--- src/gtm_pkg.sv ---
// Shared types, codes and defaults for the grid tile map table.
`default_nettype none
package gtm_pkg;

   localparam int TILE_SLOTS_DEF   = 256;
   localparam int COORD_BITS_DEF   = 8;
   localparam int PAYLOAD_BITS_DEF = 16;

   localparam logic [1:0] ACT_ADD   = 2'd0;
   localparam logic [1:0] ACT_FIND  = 2'd1;
   localparam logic [1:0] ACT_NEIGH = 2'd2;

   localparam logic [1:0] STAT_OK    = 2'd0;
   localparam logic [1:0] STAT_FULL  = 2'd1;
   localparam logic [1:0] STAT_NONE  = 2'd2;

   localparam logic [1:0] DIR_EAST  = 2'd0;
   localparam logic [1:0] DIR_NORTH = 2'd1;
   localparam logic [1:0] DIR_WEST  = 2'd2;
   localparam logic [1:0] DIR_SOUTH = 2'd3;

   typedef enum logic [1:0] {
      KIND_ADD,
      KIND_FIND,
      KIND_NEIGH,
      KIND_BAD
   } kind_type;

   typedef struct packed {
      kind_type   kind;
      logic [1:0] dir;
   } cmd_type;

   typedef enum logic [3:0] {
      ST_INIT,
      ST_IDLE,
      ST_ADD_RD,
      ST_ADD_WR,
      ST_SCAN_RD,
      ST_SCAN,
      ST_LINK_WR,
      ST_FIND_RD,
      ST_FIND,
      ST_NB_RD,
      ST_NB_CHK,
      ST_NB_OUT,
      ST_RESP
   } state_type;

endpackage
`default_nettype wire

--- src/gtm_front.sv ---
// Front end: takes requests, classifies the action and queues commands.
`default_nettype none
module gtm_front import gtm_pkg::*; #(
   parameter int IDX_BITS     = 8,
   parameter int COORD_BITS   = COORD_BITS_DEF,
   parameter int PAYLOAD_BITS = PAYLOAD_BITS_DEF
) (
   input  wire logic                    clock,
   input  wire logic                    reset,
   input  wire logic                    in_valid,
   output logic                         in_ready,
   input  wire logic [1:0]              in_action,
   input  wire logic [IDX_BITS-1:0]     in_index,
   input  wire logic [1:0]              in_dir,
   input  wire logic [PAYLOAD_BITS-1:0] in_payload,
   input  wire logic [COORD_BITS-1:0]   in_x,
   input  wire logic [COORD_BITS-1:0]   in_y,
   output logic                         cmd_valid,
   input  wire logic                    cmd_ready,
   output cmd_type                      cmd,
   output logic [IDX_BITS-1:0]          cmd_index,
   output logic [PAYLOAD_BITS-1:0]      cmd_payload,
   output logic [COORD_BITS-1:0]        cmd_x,
   output logic [COORD_BITS-1:0]        cmd_y
);
   cmd_type                 q_cmd_ff     [2];
   logic [IDX_BITS-1:0]     q_index_ff   [2];
   logic [PAYLOAD_BITS-1:0] q_payload_ff [2];
   logic [COORD_BITS-1:0]   q_x_ff       [2];
   logic [COORD_BITS-1:0]   q_y_ff       [2];
   logic                    wr_ptr_ff, wr_ptr_in;
   logic                    rd_ptr_ff, rd_ptr_in;
   logic [1:0]              count_ff, count_in;
   cmd_type                 new_cmd;
   logic                    push, pop;

   always_comb begin
      new_cmd.dir = in_dir;
      unique case (in_action)
         ACT_ADD:   new_cmd.kind = KIND_ADD;
         ACT_FIND:  new_cmd.kind = KIND_FIND;
         ACT_NEIGH: new_cmd.kind = KIND_NEIGH;
         default:   new_cmd.kind = KIND_BAD;
      endcase
   end

   assign in_ready    = (count_ff != 2'd2);
   assign cmd_valid   = (count_ff != 2'd0);
   assign push        = in_valid && in_ready;
   assign pop         = cmd_valid && cmd_ready;
   assign cmd         = q_cmd_ff[rd_ptr_ff];
   assign cmd_index   = q_index_ff[rd_ptr_ff];
   assign cmd_payload = q_payload_ff[rd_ptr_ff];
   assign cmd_x       = q_x_ff[rd_ptr_ff];
   assign cmd_y       = q_y_ff[rd_ptr_ff];
   assign wr_ptr_in   = wr_ptr_ff ^ push;
   assign rd_ptr_in   = rd_ptr_ff ^ pop;
   assign count_in    = count_ff + {1'b0, push} - {1'b0, pop};

   always_ff @(posedge clock) begin
      if (reset) begin
         wr_ptr_ff <= 1'b0;
         rd_ptr_ff <= 1'b0;
         count_ff  <= 2'd0;
      end else begin
         wr_ptr_ff <= wr_ptr_in;
         rd_ptr_ff <= rd_ptr_in;
         count_ff  <= count_in;
      end
   end

   always_ff @(posedge clock) begin
      if (push) begin
         q_cmd_ff[wr_ptr_ff]     <= new_cmd;
         q_index_ff[wr_ptr_ff]   <= in_index;
         q_payload_ff[wr_ptr_ff] <= in_payload;
         q_x_ff[wr_ptr_ff]       <= in_x;
         q_y_ff[wr_ptr_ff]       <= in_y;
      end
   end
endmodule
`default_nettype wire

--- config.mk ---
export PLATFORM = sky130hd
export DESIGN_NAME = gtm_front
export DESIGN_NICKNAME = d
export VERILOG_FILES = /design/src/gtm_pkg.sv /design/src/gtm_front.sv
export SDC_FILE = /design/constraint.sdc
export NUM_CORES = 1
export LEC_CHECK = 0
export BUFFER_PORTS_ARGS = -buffer_cell sky130_fd_sc_hd__buf_2
export CORE_MARGIN = 2
export CORE_UTILIZATION = 24
export CTS_CLUSTER_DIAMETER = 200
export DETAILED_ROUTE_END_ITERATION = 10
export PLACE_DENSITY = 0.41
export SLEW_MARGIN = 15
export SYNTH_ARGS = -nofsm -noshare
export SYNTH_HDL_FRONTEND = slang
export SYNTH_SLANG_ARGS = --single-unit
export TNS_END_PERCENT = 5
--- constraint.sdc ---
create_clock -name clock -period 2.7 [get_ports clock]
set_input_delay 0.405 -clock clock [delete_from_list [all_inputs] [get_ports clock]]
set_output_delay 0.405 -clock clock [all_outputs]
set_load 0.005 [all_outputs]
==> results.yml, run 1 <==
run_status:
  status: "finished, final reports clean"
cts:
  post_cts_buffers: 0
  cts_max_path_buffers: 2
  holdBufCountCts: 0
  cts_tree: "done"
  cts_num_sinks: 92
  clk_latency_ns: 0.34
  h-tree-depth: 3
  postCtsResizedCells: 0
  clk_pin_slew_worst_paths_ns: 0.06
  cts_root_buffer: "clkbuf_16"
  cts_buffers: 9
grt:
  grt-ovfl-total: 0
  antenna_found_initial: 0
  track_usage_pct: 9.100
  grt_max_degree: 46
  grt_pass1_vias: 1915
  grt_pass1_wl_um: 9915
timing:
  fmaxAchievable_ghz: 0.5297
  rsz0062_at_grt: "false"
  fin_skew_ns: 0.004016
  fin_crit_sh_pct: 69.92
  layout_min_cycle_time_ns: 1.888
  worst_pin_slew_ns: 0.4634
  setup_tns_ns: 0
  final-max-slew-violation-count: 0
  setup_viol: 0
  worst_slew_margin_rel_pct: 69.10
  hold_violations: 0
critical_path:
  cp_max_fo: 45
  reg2regPathDepth: 3
  cp-start-kind: "register"
  crit_chain: "buf_12, mux2_2, buf_2"
  path_delay_family: "buffers and inverters"
  cp-end-kind: "output port"
  r2r_end: "q_cmd_ff[1][0]$_DFFE_PP_"
  critPathKind: "register to output port"
  reg2reg_setup_slack_ns: 1.06
  critPathSlowestCell: "mux2_2"
  cp_data_required_time_ns: 2.30
  worstPathArrival_ns: 1.48
  critPathMaxStageDelay_ns: 0.39
  path_buf_inv: 2
  reg2reg_from: "count_ff[0]$_SDFF_PP0_"
  crit_start: "rd_ptr_ff$_SDFF_PP0_"
logic_synthesis:
  avgSynthCellArea_um2: 20.52
  synthCells: 166
  ys_seq_area_share_pct: 79.91
  yosysUniqueCellTypes: 22
  syn_area_um2: 3407
  synth_flop_cell: "edfxtp_1"
  async_flop_share_pct: 0
  synthTopCellsByArea: "edfxtp_1, mux2_2, dfxtp_1"
  syn_nets: 216
  synthDominantCellAreaShare_pct: 77.56
  ys_warn_count: 0
  synth_common_cells: "edfxtp_1, mux2_2, nor2_1, buf_2, dfxtp_1"
  synth_edf_count: 88
  synth_top_area_cell: "edfxtp_1"
  synth_most_common_cell: "edfxtp_1"
  ys_ff_latch: 92
power_and_ir_drop:
  vdd_drop_max_uv: 406.5
  p_leak_uw: 0.001607
  powerDensity_nw_per_um2: 834.2
  p_sw_share_pct: 24.16
  p_switching_uw: 883.1
  p_clk_share_pct: 29.7
  cellInternalPower_uw: 2772
  sequentialPowerShare_pct: 49.6
  p_comb_share_pct: 20.7
die:
  die-width_um: 123.1
  dieArea_um2: 15160
  start_util_pct: 24.54
  io_pins: 94
  row_count: 43
  core_area_um2: 13880
  fp.dieH_um: 123.1
routing:
  wire_per_inst_um: 14.30
  dr.first_iter.drc_count: 62
  postRouteAntennaNets: 0
  vias_per_cell: 3.949
  via_count: 1785
  wl_um: 6462
  drt-pass1-iter-count: 4
  route.detailed.drc: 0
hold_path:
  whs_endpoint: "q_index_ff[1][3]$_DFFE_PP_"
  min_path_type: "input port to register"
  holdPathStages: 1
  min_from: "in_index[3]"
cells_and_area:
  fin_util_pct: 31.57
  fillers: 1395
  antenna_cells: 0
  nets: 318
  syn_to_final_growth_pct: 28.61
  drive_above_1_share_pct: 57.35
placement:
  dp_hpwl_um: 4033
  gp_congestion: 0.6819
  port_buffers: 93
job:
  maxCapViolCount: 0
[final cells by class]
cell class / count / area (µm²) / share of cell area, %
repair buffers: 98 / 528.0 / 12.05
flip-flops and latches: 92 / 2724 / 62.16
multi-input cells: 66 / 649.4 / 14.82
inverters: 1 / 3.754 / 0.08567
clock inverters: 3 / 15.01 / 0.3427
well taps: 180 / 225.2 / 5.140
clock buffers: 12 / 236.5 / 5.397
[how the worst max path moves through the flow]
stage	endpoint	slack, ns	cells past startpoint
floorplan	q_cmd_ff[0][0]$_DFFE_PP_	0.51	3
global placement	count_ff[1]$_SDFF_PP0_	1.00	7
detailed placement	count_ff[1]$_SDFF_PP0_	0.99	7
CTS	cmd[1]	0.77	3
global route	cmd[1]	0.73	3
finish	cmd[1]	0.81	3
[flip-flops by register name, indices dropped and copies added, names as in the netlist]
| register | cells |
|---|---|
| q_index_ff | 16 |
| q_payload_ff | 32 |
| rd_ptr_ff | 1 |
| q_cmd_ff | 8 |
| wr_ptr_ff | 1 |
| count_ff | 2 |
| q_y_ff | 16 |
| q_x_ff | 16 |
[through the flow]
| step | total power (µW) | instance area, µm² | setup WS [ns] | hold slack, ns | std cells |
|---|---|---|---|---|---|
| after floorplan | 2275 | 3407 | 0.5052 | 0.4717 | 166 |
| after global routing | 3878 | 4382 | 0.7315 | 0.2320 | 452 |
| after detailed placement | 2629 | 4130 | 0.9890 | 0.5834 | 437 |
| after CTS | 3749 | 4382 | 0.7719 | 0.2316 | 452 |
| final | 3655 | 4382 | 0.8120 | 0.2516 | 452 |
| after global placement | 2628 | 4130 | 1.003 | 0.5787 | 437 |
[metal layers]
metal  up-vias  global-route usage [%]  routed length [µm]
met2        61                   14.87                3120
met5         -                       0                   0
met3        10                   5.258                 562
met4         0                   3.835                 113
met1       864                   9.559                2665
li1        850                       -                   -
[layout by cell type, fill, tap and decap left out, drive strengths merged, types with 2 or more instances in the layout]
| cell | count |
|---|---|
| buf | 98 |
| nor2 | 5 |
| nor2b | 2 |
| mux2 | 45 |
| clkbuf | 12 |
| edfxtp | 88 |
| o21ai | 2 |
| dfxtp | 4 |
| ha | 2 |
| clkinv | 2 |
[cells by family after synthesis]
group,share of synthesized area (%)
DFF,79.91
muxes,14.87
and+or+nand+nor,2.020
buffers and inverters,1.139
AOI/OAI and AO/OA,1.065
adders and majority gates,0.7344
xor gates and xnor gates,0.2571
[power by group through the flow]
stage	registers [µW]	clock network, µW	logic (µW)
6_report	1810	1090	755
5_1_grt	1830	1190	851
4_1_cts	1820	1140	790
3_5_place_dp	1850	0	784
3_3_place_gp	1840	0	789
2_1_floorplan	1830	0	440
Note: power is estimated with default switching activity, not from simulation.
==> run 2: changes to the inputs <==
--- a/config.mk
+++ b/config.mk
@@ -5,12 +5,13 @@
 export SDC_FILE = /design/constraint.sdc
 export NUM_CORES = 1
 export LEC_CHECK = 0
+export ABC_AREA = 1
 export BUFFER_PORTS_ARGS = -buffer_cell sky130_fd_sc_hd__buf_2
 export CORE_MARGIN = 2
 export CORE_UTILIZATION = 24
 export CTS_CLUSTER_DIAMETER = 200
 export DETAILED_ROUTE_END_ITERATION = 10
-export PLACE_DENSITY = 0.41
+export PLACE_DENSITY = 0.42
 export SLEW_MARGIN = 15
 export SYNTH_ARGS = -nofsm -noshare
 export SYNTH_HDL_FRONTEND = slang
==> constraint.sdc (replaced) <==
create_clock -name clock -period 1.6 [get_ports clock]
set_input_delay 0.24 -clock clock [delete_from_list [all_inputs] [get_ports clock]]
set_output_delay 0.24 -clock clock [all_outputs]
set_load 0.005 [all_outputs]
==> run 2 against run 1 <==
Count of clock-buffer cells in the layout decreased by 3. Die area increased by 1.9%. Final cell count increased by 22%. Setup slack got worse by 0.73 ns. Total power increased by 99%. Highest routed layer is now met5. Non-clock buffer count increased by 4. Clock skew increased by 0.00091 ns. Area after synthesis increased by 1.9%. Synthesized cell count increased by 60%. Critical endpoint unchanged. Sequential power increased by 80%.
==> results.yml, run 2 <==
critical_path:
  crit_start: "rd_ptr_ff$_SDFF_PP0_"
  reg2reg_setup_slack_ns: 0.22
  cp-start-kind: "register"
  cp_data_required_time_ns: 1.36
  r2r_end: "count_ff[1]$_SDFF_PP0_"
  worstPathArrival_ns: 1.28
  critPathKind: "register to output port"
  cp-end-kind: "output port"
  reg2regPathDepth: 11
  cp_max_fo: 20
  reg2reg_from: "count_ff[0]$_SDFF_PP0_"
die:
  fp.dieH_um: 124.3
  dieArea_um2: 15450
  io_pins: 94
  die-width_um: 124.3
  core_area_um2: 13990
  row_count: 43
  start_util_pct: 24.82
cts:
  cts_tree: "done"
  clk_pin_slew_worst_paths_ns: 0.06
  cts_root_buffer: "clkbuf_16"
  post_cts_buffers: 0
  cts_max_path_buffers: 2
  cts_buffers: 9
  clk_latency_ns: 0.34
  holdBufCountCts: 0
  h-tree-depth: 3
  cts_num_sinks: 92
power_and_ir_drop:
  p_clk_share_pct: 28.3
  sequentialPowerShare_pct: 44.9
  vdd_drop_max_uv: 773.7
  powerDensity_nw_per_um2: 1601
  p_switching_uw: 2137
  p_leak_uw: 0.001910
  p_comb_share_pct: 26.8
  cellInternalPower_uw: 5128
  p_sw_share_pct: 29.42
routing:
  postRouteAntennaNets: 0
  wl_um: 7151
  drt-pass1-iter-count: 4
  via_count: 2156
  wire_per_inst_um: 12.95
  vias_per_cell: 3.906
  dr.first_iter.drc_count: 109
  route.detailed.drc: 0
logic_synthesis:
  ys_ff_latch: 92
  synth_common_cells: "nand2_1, edfxtp_1, inv_1, nor2_1"
  async_flop_share_pct: 0
  syn_nets: 315
  synthTopCellsByArea: "edfxtp_1, nand2_1, dfxtp_1"
  synth_edf_count: 88
  yosysUniqueCellTypes: 20
  ys_seq_area_share_pct: 78.41
  synthDominantCellAreaShare_pct: 76.11
  synth_top_area_cell: "edfxtp_1"
  synthCells: 265
  avgSynthCellArea_um2: 13.10
  ys_warn_count: 0
  synth_most_common_cell: "nand2_1"
  syn_area_um2: 3472
  synth_flop_cell: "edfxtp_1"
cells_and_area:
  final_common_cell: "nand2_1"
  mostFrequentLayoutCells: "nand2_1, buf_2, edfxtp_1"
  drive_above_1_share_pct: 34.95
  syn_to_final_growth_pct: 30.67
  nets: 417
  antenna_cells: 0
  largest_reg_flops: 32
  largest_register: "q_payload_ff"
  fillers: 1411
  final_area_um2: 4537
grt:
  grt-ovfl-total: 0
  grt_max_degree: 26
  grt_pass1_wl_um: 11160
  track_usage_pct: 9.644
  antenna_found_initial: 1
  grt_pass1_vias: 2188
run_status:
  status: "finished, final reports clean"
timing:
  setup_tns_ns: 0
  worst_slack_ns: 0.08296
  rsz0062_at_grt: "true"
  setup_viol: 0
  final-max-slew-violation-count: 0
  fmaxAchievable_ghz: 0.6592
  worst_slew_margin_rel_pct: 81.90
  hold_violations: 0
  fin_skew_ns: 0.004929
  worst_pin_slew_ns: 0.2715
  hold_slack_ns: 0.08453
  fin_crit_sh_pct: 94.81
  layout_min_cycle_time_ns: 1.517
placement:
  dp_worst_setup_slack_ns: 0.1568
  dp_hpwl_um: 4806
  gp_congestion: 0.6968
  post_dp_cell_area_um2: 4225
  port_buffers: 93
hold_path:
  holdPathStages: 1
  whs_endpoint: "q_y_ff[1][7]$_DFFE_PP_"
  min_path_type: "input port to register"
  min_from: "in_y[7]"
job:
  maxCapViolCount: 0
run 2: cell count changes in the layout (fill, tap and decap cells not counted), moves of 3 or more:
cell	previous run	this run
nand2_1	0	136
clkbuf_1	3	0
mux2_2	44	0
inv_1	1	8
nor2_4	0	3
run 2: timing repair:
item,CTS,global route
setup endpoints to repair,30,29
resized for setup,2,4
pin swaps,0,0
run 2: power groups by stage:
stage               Clock [µW]  Sequential (µW)  Combinational, µW
floorplan                    0             3270               1110
global placement             0             3290               2010
detailed placement           0             3300               2010
CTS                       2140             3250               2030
global route              2220             3300               2230
finish                    2050             3260               1950
run 2: metal layers:
layer	GRT usage, %	up-vias	routed length, µm
met3	4.510	14	495
li1	-	1082	-
met5	0	-	13
met1	10.11	992	2878
met4	4.362	2	133
met2	16.46	66	3630
run 2: worst max-delay path by stage:
stage                                           to  slack, ns
after floorplan           q_cmd_ff[1][0]$_DFFE_PP_     -0.004
after global placement      count_ff[1]$_SDFF_PP0_       0.20
after detailed placement    count_ff[1]$_SDFF_PP0_       0.16
after CTS                             cmd_index[4]     -0.005
after global routing                  cmd_index[4]      -0.03
final                                       cmd[1]       0.08
run 2: final cells by class:
| cell class | instances | area, µm² | area share [%] |
|---|---|---|---|
| Tap cell | 180 | 225.2 | 4.964 |
| Clock buffer | 9 | 225.2 | 4.964 |
| Sequential cell | 92 | 2726 | 60.09 |
| Timing Repair Buffer | 102 | 590.6 | 13.02 |
| Inverter | 10 | 45.04 | 0.9928 |
| Multi-Input combinational cell | 152 | 656.9 | 14.48 |
| Clock inverter | 7 | 67.56 | 1.489 |
run 2: cell families after synthesis:
kind of cell / Yosys count / share of synthesized area [%]
buf+inv: 21 / 3.531
simple gates: 147 / 16.68
xor+xnor: 1 / 0.2523
fa+ha+maj: 2 / 0.7206
flops: 92 / 78.41
compound gates: 2 / 0.3963
run 2: metrics by stage:
step           total power (µW)  util (%)  instances
6_report                   7265     32.43        552
5_1_grt                    7757     32.43        552
4_1_cts                    7416     32.34        552
3_5_place_dp               5309     30.21        536
3_3_place_gp               5298     30.21        536
2_1_floorplan              4377         -        265
run 2: worst max-delay path, stage by stage (launching register included):
cell	delay (ns)
dfxtp_2	0.36
inv_8	0.14
buf_12	0.18
nand2_1	0.06
nand2_1	0.08
buf_2	0.11
